**config.mk**
```make
export PLATFORM = sky130hd
export DESIGN_NAME = pid_position_motor_drive
export DESIGN_NICKNAME = d
export VERILOG_FILES = /design/src/rtl/pidm_pkg.sv /design/src/rtl/pidm_cfg.sv /design/src/rtl/pidm_serial_mul.sv /design/src/rtl/pid_position_motor_drive.sv
export SDC_FILE = /design/constraint.sdc
export NUM_CORES = 2
export LEC_CHECK = 0
export BUFFER_PORTS_ARGS = -buffer_cell sky130_fd_sc_hd__buf_4
export CAP_MARGIN = 30
export CORE_ASPECT_RATIO = 1.25
export CORE_UTILIZATION = 55
export CTS_CLUSTER_DIAMETER = 40
export CTS_CLUSTER_SIZE = 16
export DETAILED_ROUTE_END_ITERATION = 10
export PLACE_DENSITY_LB_ADDON = 0.2
export SLEW_MARGIN = 20
export SYNTH_ARGS = -nofsm -noshare
export SYNTH_HDL_FRONTEND = slang
export SYNTH_HIERARCHICAL = 1
export SYNTH_SLANG_ARGS = --single-unit
```
**constraint.sdc**
```tcl
create_clock -name clk_i -period 12.3 [get_ports clk_i]
set_input_delay 0.615 -clock clk_i [delete_from_list [all_inputs] [get_ports clk_i]]
set_output_delay 0.615 -clock clk_i [all_outputs]
set_load 0.05 [all_outputs]
```
**src/rtl/pidm_pkg.sv**
```systemverilog
// Shared types and constants for the PID position motor drive.
// Used by pidm_cfg, pidm_serial_mul and pid_position_motor_drive.
// No dependencies.
package pidm_pkg;

  // Field widths.
  localparam int unsigned POS_BITS_DEF  = 16;
  localparam int unsigned GAIN_BITS     = 16;
  localparam int unsigned DIGIT_BITS    = 4;
  localparam int unsigned CFG_IDX_BITS  = 3;
  localparam int unsigned CFG_DATA_BITS = 16;
  localparam int unsigned DB_BITS       = 8;
  localparam int unsigned LIM_BITS      = 7;
  localparam int unsigned DIR_BITS      = 2;
  localparam int unsigned DUTY_BITS     = 7;
  localparam int unsigned WIDTH_BITS    = 16;

  // Full duty in percent.
  localparam logic [DUTY_BITS-1:0] FullScale = 7'd100;

  // Duty times period stays below 2^23; divide by 100 with a reciprocal.
  localparam int unsigned PROD_BITS   = 23;
  localparam int unsigned RECIP_BITS  = 24;
  localparam int unsigned RECIP_SHIFT = 30;
  localparam logic [RECIP_BITS-1:0] Div100Recip = 24'd10737419;

  // Register indexes.
  typedef enum logic [CFG_IDX_BITS-1:0] {
    REG_GAIN_PROP   = 3'd0,
    REG_GAIN_INTEG  = 3'd1,
    REG_GAIN_DERIV  = 3'd2,
    REG_DEAD_BAND   = 3'd3,
    REG_INTEG_LIMIT = 3'd4,
    REG_PWM_PERIOD  = 3'd5
  } cfg_reg_e;

  // Drive direction codes.
  typedef enum logic [DIR_BITS-1:0] {
    DIR_STOP = 2'd0,
    DIR_FWD  = 2'd1,
    DIR_REV  = 2'd2
  } drive_dir_e;

  // Register file contents.
  typedef struct packed {
    logic [GAIN_BITS-1:0]  gain_prop;
    logic [GAIN_BITS-1:0]  gain_integ;
    logic [GAIN_BITS-1:0]  gain_deriv;
    logic [DB_BITS-1:0]    dead_band;
    logic [LIM_BITS-1:0]   integ_limit;
    logic [WIDTH_BITS-1:0] pwm_period;
  } cfg_t;

  localparam cfg_t CfgReset = '{
    gain_prop:   16'd256,
    gain_integ:  16'd0,
    gain_deriv:  16'd0,
    dead_band:   8'd5,
    integ_limit: 7'd50,
    pwm_period:  16'd1250
  };

endpackage

```
**src/rtl/pidm_cfg.sv**
```systemverilog
// Configuration register file of the PID position motor drive.
// Depends on pidm_pkg for the register indexes and the cfg_t layout.
module pidm_cfg import pidm_pkg::*; (
  input  logic                     clk_i,
  input  logic                     rst_ni,
  input  logic                     cfg_valid_i,
  output logic                     cfg_ready_o,
  input  logic [CFG_IDX_BITS-1:0]  cfg_index_i,
  input  logic [CFG_DATA_BITS-1:0] cfg_wdata_i,
  output cfg_t                     cfg_o
);

  cfg_t cfg_q;

  // Writes are always taken.
  assign cfg_ready_o = 1'b1;
  assign cfg_o       = cfg_q;

  // Decode the index; unknown indexes are ignored.
  always_ff @(posedge clk_i or negedge rst_ni) begin
    if (!rst_ni) begin
      cfg_q <= CfgReset;
    end else if (cfg_valid_i) begin
      unique case (cfg_reg_e'(cfg_index_i))
        REG_GAIN_PROP:   cfg_q.gain_prop   <= cfg_wdata_i;
        REG_GAIN_INTEG:  cfg_q.gain_integ  <= cfg_wdata_i;
        REG_GAIN_DERIV:  cfg_q.gain_deriv  <= cfg_wdata_i;
        REG_DEAD_BAND:   cfg_q.dead_band   <= cfg_wdata_i[DB_BITS-1:0];
        REG_INTEG_LIMIT: cfg_q.integ_limit <= cfg_wdata_i[LIM_BITS-1:0];
        REG_PWM_PERIOD:  cfg_q.pwm_period  <= cfg_wdata_i;
        default: ;
      endcase
    end
  end

endmodule

```
**src/rtl/pidm_serial_mul.sv**
```systemverilog
// Digit-serial multiplier: signed operand times unsigned 16-bit operand,
// one 4-bit digit of the unsigned operand per cycle. Depends on pidm_pkg.
module pidm_serial_mul import pidm_pkg::*; #(
  parameter  int unsigned AW = 34,
  localparam int unsigned PW = AW + GAIN_BITS
) (
  input  logic                 clk_i,
  input  logic                 rst_ni,
  input  logic                 start_i,
  input  logic signed [AW-1:0] a_i,
  input  logic [GAIN_BITS-1:0] b_i,
  output logic                 done_o,
  output logic signed [PW-1:0] prod_o
);

  localparam int unsigned NDIG     = GAIN_BITS / DIGIT_BITS;
  localparam int unsigned CNT_BITS = $clog2(NDIG + 1);

  logic signed [PW-1:0]           a_sh_q;
  logic [GAIN_BITS-1:0]           b_sh_q;
  logic signed [PW-1:0]           acc_q;
  logic [CNT_BITS-1:0]            cnt_q;
  logic                           done_q;
  logic signed [PW+DIGIT_BITS:0]  pp;

  // Partial product of the shifted operand and the current digit.
  assign pp = a_sh_q * $signed({1'b0, b_sh_q[DIGIT_BITS-1:0]});

  // Load on start, then one digit per cycle.
  always_ff @(posedge clk_i or negedge rst_ni) begin
    if (!rst_ni) begin
      a_sh_q <= '0;
      b_sh_q <= '0;
      acc_q  <= '0;
      cnt_q  <= '0;
      done_q <= 1'b0;
    end else begin
      done_q <= 1'b0;
      if (start_i) begin
        a_sh_q <= PW'(a_i);
        b_sh_q <= b_i;
        acc_q  <= '0;
        cnt_q  <= CNT_BITS'(NDIG);
      end else if (cnt_q != '0) begin
        acc_q  <= acc_q + pp[PW-1:0];
        a_sh_q <= a_sh_q <<< DIGIT_BITS;
        b_sh_q <= b_sh_q >> DIGIT_BITS;
        cnt_q  <= cnt_q - 1'b1;
        done_q <= (cnt_q == CNT_BITS'(1));
      end
    end
  end

  assign done_o = done_q;
  assign prod_o = acc_q;

endmodule

```
**src/rtl/pid_position_motor_drive.sv**
```systemverilog
// PID position controller with integral clamp for a DC motor drive.
// Depends on pidm_pkg, pidm_cfg and pidm_serial_mul.
//
//  Channel | Direction | Handshake                  | Word
//  s_axis  | in        | s_axis_tvalid/tready       | target, measured position
//  m_axis  | out       | m_axis_tvalid/tready       | dir, duty, width, update, error
//  cfg     | in        | cfg_valid_i/cfg_ready_o    | register index, write data
//
// A new word is accepted only after the previous one has entered the output
// register. The shared digit-serial multiplier forms the P, D, I and pulse
// width products in turn, one 4-bit digit at a time; the integral step is
// skipped when the P term is at or above full scale.
// Reset clears the controller state and loads the register defaults.
// A finished word waits in the output register; a stall on m_axis holds the
// block after its computation until the word is taken.
module pid_position_motor_drive import pidm_pkg::*; #(
  parameter  int unsigned POSITION_BITS  = POS_BITS_DEF,
  localparam int unsigned ERR_BITS       = POSITION_BITS + 1,
  localparam int unsigned IN_TDATA_BITS  = ((2 * POSITION_BITS + 7) / 8) * 8,
  localparam int unsigned OUT_FIELD_BITS = DIR_BITS + DUTY_BITS + WIDTH_BITS + 1 + ERR_BITS,
  localparam int unsigned OUT_TDATA_BITS = ((OUT_FIELD_BITS + 7) / 8) * 8
) (
  input  logic                      clk_i,
  input  logic                      rst_ni,
  input  logic                      s_axis_tvalid,
  output logic                      s_axis_tready,
  // target_position, measured_position
  input  logic [IN_TDATA_BITS-1:0]  s_axis_tdata,
  output logic                      m_axis_tvalid,
  input  logic                      m_axis_tready,
  // drive_dir, duty_percent, pulse_width, pulse_update, pos_error
  output logic [OUT_TDATA_BITS-1:0] m_axis_tdata,
  input  logic                      cfg_valid_i,
  output logic                      cfg_ready_o,
  input  logic [CFG_IDX_BITS-1:0]   cfg_index_i,
  input  logic [CFG_DATA_BITS-1:0]  cfg_wdata_i
);

  localparam int unsigned AW        = (ERR_BITS + 1 > 32) ? ERR_BITS + 1 : 32;
  localparam int unsigned PW        = AW + GAIN_BITS;
  localparam int unsigned SUM_BITS  = ((ERR_BITS > 32) ? ERR_BITS : 32) + 1;
  localparam int unsigned TOT_BITS  = PW + 2;
  localparam int unsigned ILIM_BITS = LIM_BITS + 9;

  localparam logic signed [SUM_BITS-1:0] SumMax    = SUM_BITS'(33'sh0_7fff_ffff);
  localparam logic signed [SUM_BITS-1:0] SumMin    = -SumMax - 1;
  localparam logic signed [PW-1:0]       PropFull  = PW'(25600);
  localparam logic signed [TOT_BITS-1:0] RoundBias = TOT_BITS'(255);
  localparam logic signed [TOT_BITS-1:0] TotFull   = TOT_BITS'(100);

  typedef enum logic [2:0] {
    ST_IDLE, ST_PROP, ST_DERIV, ST_INTEG, ST_TOTAL, ST_DUTY, ST_WIDTH, ST_OUT
  } state_e;

  cfg_t cfg;

  state_e                      state_q;
  logic signed [ERR_BITS-1:0]  err_q;
  logic signed [ERR_BITS:0]    diff_q;
  logic signed [ERR_BITS-1:0]  prev_err_q;
  logic signed [PW-1:0]        p_q;
  logic signed [PW-1:0]        d_q;
  logic signed [ILIM_BITS-1:0] i_q;
  logic                        use_i_q;
  logic signed [31:0]          cand_sum_q;
  logic signed [31:0]          sum_q;
  logic signed [TOT_BITS-1:0]  tot_q;
  logic [DUTY_BITS-1:0]        prev_duty_q;
  logic [PROD_BITS-1:0]        wprod_q;
  logic [DIR_BITS-1:0]         dir_q;
  logic [DUTY_BITS-1:0]        duty_q;
  logic                        upd_q;
  logic                        mul_start_q;
  logic signed [AW-1:0]        mul_a_q;
  logic [GAIN_BITS-1:0]        mul_b_q;
  logic                        out_valid_q;
  logic [DIR_BITS-1:0]         out_dir_q;
  logic [DUTY_BITS-1:0]        out_duty_q;
  logic [WIDTH_BITS-1:0]       out_width_q;
  logic                        out_upd_q;
  logic signed [ERR_BITS-1:0]  out_err_q;

  logic                          mul_done;
  logic signed [PW-1:0]          mul_prod;
  logic [POSITION_BITS-1:0]      target;
  logic [POSITION_BITS-1:0]      measured;
  logic signed [ERR_BITS-1:0]    err_in;
  logic signed [SUM_BITS-1:0]    sum_wide;
  logic signed [31:0]            sat_sum;
  logic signed [ILIM_BITS-1:0]   ilim;
  logic signed [PW-1:0]          ilim_wide;
  logic signed [TOT_BITS-1:0]    tot_sel;
  logic signed [TOT_BITS-1:0]    tot_int;
  logic signed [TOT_BITS-1:0]    tot_mag;
  logic [DUTY_BITS-1:0]          duty_new;
  logic [ERR_BITS-1:0]           mag_err;
  logic                          in_db;
  logic [PROD_BITS+RECIP_BITS-1:0] wscaled;
  logic                          accept;

  pidm_cfg u_cfg (
    .clk_i       (clk_i),
    .rst_ni      (rst_ni),
    .cfg_valid_i (cfg_valid_i),
    .cfg_ready_o (cfg_ready_o),
    .cfg_index_i (cfg_index_i),
    .cfg_wdata_i (cfg_wdata_i),
    .cfg_o       (cfg)
  );

  pidm_serial_mul #(.AW(AW)) u_mul (
    .clk_i   (clk_i),
    .rst_ni  (rst_ni),
    .start_i (mul_start_q),
    .a_i     (mul_a_q),
    .b_i     (mul_b_q),
    .done_o  (mul_done),
    .prod_o  (mul_prod)
  );

  // Input unpacking and the position error.
  assign target        = s_axis_tdata[POSITION_BITS-1:0];
  assign measured      = s_axis_tdata[2*POSITION_BITS-1:POSITION_BITS];
  assign err_in        = $signed({1'b0, target}) - $signed({1'b0, measured});
  assign s_axis_tready = (state_q == ST_IDLE);
  assign accept        = s_axis_tvalid && s_axis_tready;

  // Saturating error sum candidate.
  assign sum_wide = SUM_BITS'(sum_q) + SUM_BITS'(err_q);
  always_comb begin
    if (sum_wide > SumMax) begin
      sat_sum = 32'sh7fff_ffff;
    end else if (sum_wide < SumMin) begin
      sat_sum = 32'sh8000_0000;
    end else begin
      sat_sum = sum_wide[31:0];
    end
  end

  // Integral limit at 8 fraction bits.
  assign ilim      = $signed({1'b0, cfg.integ_limit, 8'h00});
  assign ilim_wide = PW'(ilim);

  // Truncate toward zero, take the magnitude and cap at full scale.
  assign tot_sel  = tot_q[TOT_BITS-1] ? (tot_q + RoundBias) : tot_q;
  assign tot_int  = tot_sel >>> 8;
  assign tot_mag  = tot_int[TOT_BITS-1] ? -tot_int : tot_int;
  assign duty_new = (tot_mag > TotFull) ? FullScale : tot_mag[DUTY_BITS-1:0];

  // Dead band test on the error magnitude.
  assign mag_err = err_q[ERR_BITS-1] ? ERR_BITS'(-err_q) : ERR_BITS'(err_q);
  assign in_db   = mag_err <= ERR_BITS'(cfg.dead_band);

  // Pulse width: divide by 100 through the reciprocal.
  assign wscaled = wprod_q * Div100Recip;

  // Sequencer, controller state and output register.
  always_ff @(posedge clk_i or negedge rst_ni) begin
    if (!rst_ni) begin
      state_q     <= ST_IDLE;
      err_q       <= '0;
      diff_q      <= '0;
      prev_err_q  <= '0;
      p_q         <= '0;
      d_q         <= '0;
      i_q         <= '0;
      use_i_q     <= 1'b0;
      cand_sum_q  <= '0;
      sum_q       <= '0;
      tot_q       <= '0;
      prev_duty_q <= '0;
      wprod_q     <= '0;
      dir_q       <= DIR_STOP;
      duty_q      <= '0;
      upd_q       <= 1'b0;
      mul_start_q <= 1'b0;
      mul_a_q     <= '0;
      mul_b_q     <= '0;
      out_valid_q <= 1'b0;
      out_dir_q   <= DIR_STOP;
      out_duty_q  <= '0;
      out_width_q <= '0;
      out_upd_q   <= 1'b0;
      out_err_q   <= '0;
    end else begin
      // A taken word frees the output register unless a new word replaces it.
      if (out_valid_q && m_axis_tready && (state_q != ST_OUT)) begin
        out_valid_q <= 1'b0;
      end
      unique case (state_q)
        ST_IDLE: begin
          mul_start_q <= accept;
          if (accept) begin
            err_q       <= err_in;
            diff_q      <= (ERR_BITS+1)'(err_in) - (ERR_BITS+1)'(prev_err_q);
            mul_a_q     <= AW'(err_in);
            mul_b_q     <= cfg.gain_prop;
            state_q     <= ST_PROP;
          end
        end
        ST_PROP: begin
          mul_start_q <= mul_done;
          if (mul_done) begin
            p_q         <= mul_prod;
            use_i_q     <= (mul_prod < PropFull) && (mul_prod > -PropFull);
            mul_a_q     <= AW'(diff_q);
            mul_b_q     <= cfg.gain_deriv;
            state_q     <= ST_DERIV;
          end
        end
        ST_DERIV: begin
          mul_start_q <= mul_done && use_i_q;
          if (mul_done) begin
            d_q <= mul_prod;
            if (use_i_q) begin
              cand_sum_q  <= sat_sum;
              mul_a_q     <= AW'(sat_sum);
              mul_b_q     <= cfg.gain_integ;
              state_q     <= ST_INTEG;
            end else begin
              i_q     <= '0;
              state_q <= ST_TOTAL;
            end
          end
        end
        ST_INTEG: begin
          mul_start_q <= 1'b0;
          if (mul_done) begin
            if (mul_prod > ilim_wide) begin
              i_q <= ilim;
            end else if (mul_prod < -ilim_wide) begin
              i_q <= -ilim;
            end else begin
              i_q   <= mul_prod[ILIM_BITS-1:0];
              sum_q <= cand_sum_q;
            end
            state_q <= ST_TOTAL;
          end
        end
        ST_TOTAL: begin
          mul_start_q <= 1'b0;
          tot_q   <= TOT_BITS'(p_q) + TOT_BITS'(d_q) + TOT_BITS'(i_q);
          state_q <= ST_DUTY;
        end
        ST_DUTY: begin
          prev_err_q <= err_q;
          if (in_db) begin
            dir_q   <= DIR_STOP;
            duty_q  <= '0;
            upd_q   <= 1'b0;
            sum_q   <= '0;
            mul_b_q <= '0;
          end else begin
            dir_q       <= tot_int[TOT_BITS-1] ? DIR_REV : DIR_FWD;
            duty_q      <= duty_new;
            upd_q       <= (duty_new != prev_duty_q);
            prev_duty_q <= duty_new;
            mul_b_q     <= GAIN_BITS'(duty_new);
          end
          mul_a_q     <= AW'(cfg.pwm_period);
          mul_start_q <= 1'b1;
          state_q     <= ST_WIDTH;
        end
        ST_WIDTH: begin
          mul_start_q <= 1'b0;
          if (mul_done) begin
            wprod_q <= mul_prod[PROD_BITS-1:0];
            state_q <= ST_OUT;
          end
        end
        ST_OUT: begin
          mul_start_q <= 1'b0;
          if (!out_valid_q || m_axis_tready) begin
            out_valid_q <= 1'b1;
            out_dir_q   <= dir_q;
            out_duty_q  <= duty_q;
            out_width_q <= wscaled[RECIP_SHIFT +: WIDTH_BITS];
            out_upd_q   <= upd_q;
            out_err_q   <= err_q;
            state_q     <= ST_IDLE;
          end
        end
        default: begin
          mul_start_q <= 1'b0;
          state_q     <= ST_IDLE;
        end
      endcase
    end
  end

  assign m_axis_tvalid = out_valid_q;
  assign m_axis_tdata  = OUT_TDATA_BITS'({out_err_q, out_upd_q, out_width_q,
                                          out_duty_q, out_dir_q});

`ifndef ASSERT_OFF
  a_accept_starts_prop: assert property (@(posedge clk_i) disable iff (!rst_ni)
    accept |=> state_q == ST_PROP) else $error("accepted word did not start P product");
  a_stop_is_idle_drive: assert property (@(posedge clk_i) disable iff (!rst_ni)
    (out_valid_q && out_dir_q == DIR_STOP) |-> (out_duty_q == '0 && out_width_q == '0))
    else $error("stopped drive with nonzero duty or width");
  a_duty_capped: assert property (@(posedge clk_i) disable iff (!rst_ni)
    out_valid_q |-> out_duty_q <= FullScale) else $error("duty above full scale");
  a_integ_clamped: assert property (@(posedge clk_i) disable iff (!rst_ni)
    state_q == ST_TOTAL |-> (i_q <= ilim && i_q >= -ilim))
    else $error("integral term outside its limit");
`endif

endmodule
```
==> reports/metrics.csv <==
metric,value,unit
crit_slowest_cell,sky130_fd_sc_hd__fa_1,
irDropWorstVdd,0.138,mV
dr_total_vias,39408,
route.detailed.drc,0,
fp-row-count,125,
final_cell_mix,"sky130_fd_sc_hd__nand2_1, sky130_fd_sc_hd__inv_1, sky130_fd_sc_hd__dfrtp_1",
yosys.cell_types.count,103,
ys_warn_count,6,
post_route_cells_drive_above_1_share,0.102,
fill_cells,7979,
hold_violations,0,
first_global_vias,40428,
max_cap_viol_count,0,
tritoncts,yes,
worst_slew_pin_slew,0.957,ns
drt-wirelength-per-cell,20.0,µm
seq_area_frac_synth,0.294,
grt_pass1_wl,223000,µm
layout_worst_path_cycle_share,0.639,
synth-async-reset-ratio,1.00,
synth.ff_latch_count,610,
worst_setup_path_start_kind,register,
grt_remaining_overflow,0,
max_freq,127,MHz
run_status,finished clean,
critPathMaxStageDelay,0.69,ns
final_net_count,6475,
fin_setup_tns,0,ns
ctsHtreeMaxLevel,3,
clk_transition_reported_paths,0.06,ns
finalCriticalPeriod,7.86,ns
violation_count_after_the_first_detailed_routing_iteration,2508,
number_of_synthesized_flops_with_an_enable_pin,0,
post_syn_area_per_cell,9.39,µm²
timing.final.max_slew_violations,0,
detailedRoute.firstPassIterationCount,6,
hpwlAfterDp,104000,µm
crit_path_max_fanout,8,
worst_skew_pair.late_latency,0.69,ns
hold_path.class,input pin to register,
worst_hold_slack,0.193,ns
worst_clock_skew,0.0449,ns
synth_area,0.0519,mm²
rsz0062_at_grt,false,
largest_net_degree_at_the_start_of_global_routing,163,
grt_use_total,0.292,
dieArea,0.0956,mm²
crit_top_cell,sky130_fd_sc_hd__fa_1,
area_of_the_placeable_core,0.0932,mm²
p_per_area,257,mW/mm²
total_setup_violations_reported_at_the_end_of_the_flow,0,
clock-root-buffer,sky130_fd_sc_hd__clkbuf_16,
synth_top_flop_cell,sky130_fd_sc_hd__dfrtp_1,
postRouteWirelength,137000,µm
initial_utilization,0.557,
detailed_place.area,0.0536,mm²
timing_worst_setup_path_type,register to register,
critical_path_arrival,8.42,ns
i_o_buffers,100,
clock_tree_sinks,610,
max-clock-path-buffers,3,
area_added_between_synthesis_and_finish,9.78,%
power.static_leakage,29.0,nW
fin_total_pwr,14.6,mW
worstSetupEndpointType,register,
die_x,277,µm
mostFrequentLayoutCell,sky130_fd_sc_hd__nand2_1,
synth_cells,5525,
cts_inserted_buffers,90,
grt_antenna_before_repair,1,
gp_routability_congestion,0.963,
path_cells,fa_1 -> inv_1 -> fa_1 -> inv_1 -> fa_1 -> fa_1 -> inv_1 -> fa_1 -> inv_1 -> fa_1 -> fa_1 -> ha_1 -> a21o_1 -> a2111oi_0 -> nand4_1 -> o32ai_1 -> o31a_1 -> a2111oi_0 -> or2_2 -> a41o_1 -> or4_1 -> a31oi_1 -> xnor2_1 -> o21ai_0,
route.detailed.vias_per_inst,5.78,
cts_post_setup_buffers_inserted,0,
crit_required,12.86,ns
ant_nets,0,
num_io_pins,107,
maxSlewHeadroom,0.362,
die_h,345,µm
final_cell_area,0.0570,mm²
[layer usage]
metal	share of wire	global-route usage
met1	0.43	0.380
met2	0.50	0.503
met3	0.041	0.0332
met4	0.033	0.105
met5	0	0
[power by group]
part | switching (mW) | internal [mW]
combinational | 4.92 | 3.33
clock | 1.09 | 1.64
sequential | 0.940 | 2.69
[synth_stat cells (55+ instances only)]
master | instances | area (µm²)
sky130_fd_sc_hd__nand2_1 | 798 | 3000
sky130_fd_sc_hd__inv_1 | 639 | 2400
sky130_fd_sc_hd__dfrtp_1 | 599 | 15000
sky130_fd_sc_hd__ha_1 | 505 | 6320
sky130_fd_sc_hd__fa_1 | 381 | 7630
sky130_fd_sc_hd__o21ai_0 | 321 | 1610
sky130_fd_sc_hd__a21oi_1 | 252 | 1260
sky130_fd_sc_hd__nor2_1 | 206 | 773
sky130_fd_sc_hd__clkbuf_1 | 184 | 691
sky130_fd_sc_hd__mux2_2 | 183 | 2060
sky130_fd_sc_hd__xnor2_1 | 118 | 1030
sky130_fd_sc_hd__and2_1 | 115 | 719
sky130_fd_sc_hd__a21o_1 | 87 | 653
sky130_fd_sc_hd__xor2_1 | 82 | 718
sky130_fd_sc_hd__nand3_1 | 78 | 390
sky130_fd_sc_hd__mux2i_1 | 56 | 561
sky130_fd_sc_hd__nand4_1 | 56 | 350
sky130_fd_sc_hd__a31oi_1 | 55 | 344
[worst max-delay path, delay by kind of cell, from the launching register on]
family | cells | cell delay, ns
XOR/XNOR | 1 | 0.13
AO/OA/AOI/OAI | 8 | 2.11
buffers and inverters | 4 | 0.24
AND/OR/NAND/NOR | 3 | 0.97
adder cells (fa/ha/maj) | 8 | 3.75
flip-flops | 1 | 0.52
[path summary, 6_finish.rpt]
kind / startpoint / slack (ns) / to / cells after the start
max: wprod_q[5] / 4.44 / out_width_q[15] / 24
min: cfg_wdata_i[15] / 0.19 / u_cfg/cfg_o[15] / 2
max reg2reg: wprod_q[5] / 4.44 / out_width_q[15] / 24
min reg2reg: duty_q[5] / 0.46 / out_duty_q[5] / 2
max in group asynchronous: rst_ni / 9.65 / p_q[47] / 4
min in group asynchronous: rst_ni / 0.51 / out_err_q[14] / 2
[flip-flops by register name (all words and copies together), names as in the netlist, 32 cells and up]
signal        cells
u_cfg/cfg_o      79
tot_q            50
d_q              48
p_q              48
u_mul/a_sh_q     48
u_mul/prod_o     48
cand_sum_q       32
mul_a_q          32
sum_q            32
[cell families after synthesis]
logic type	Yosys count	share of synthesized area
AO/OA/AOI/OAI	1134	0.142
XOR/XNOR	200	0.0338
adder cells (fa/ha/maj)	888	0.269
buffers and inverters	882	0.0659
flip-flops	610	0.294
multiplexers	240	0.0507
other	2	0.000145
AND/OR/NAND/NOR	1569	0.144
[metrics by stage]
stage                     setup WS [ns]  cells   util
final                              4.44   6815  0.611
after CTS                          4.38   6809  0.610
after global routing               4.01   6815  0.611
after detailed placement           4.42   6641  0.575
after global placement             4.49   6638  0.575
after floorplan                    5.16   5529      -
[area by class of cell]
class	count	area, µm²	share of cell area
antenna	1	2.50	0.0000439
clock buffer	99	2350	0.0412
clock inverter	68	862	0.0151
inverter	643	2410	0.0424
multi-input combinational	4037	33300	0.584
sequential	610	15300	0.268
tap	1206	1510	0.0265
timing repair buffer	151	1290	0.0226
[timing repair]
item | CTS | global route
hold endpoints to repair | 36 | 0
hold buffers | 1 | 0
resized for setup | 0 | 0
No activity file was read; power rests on OpenSTA's default activity.
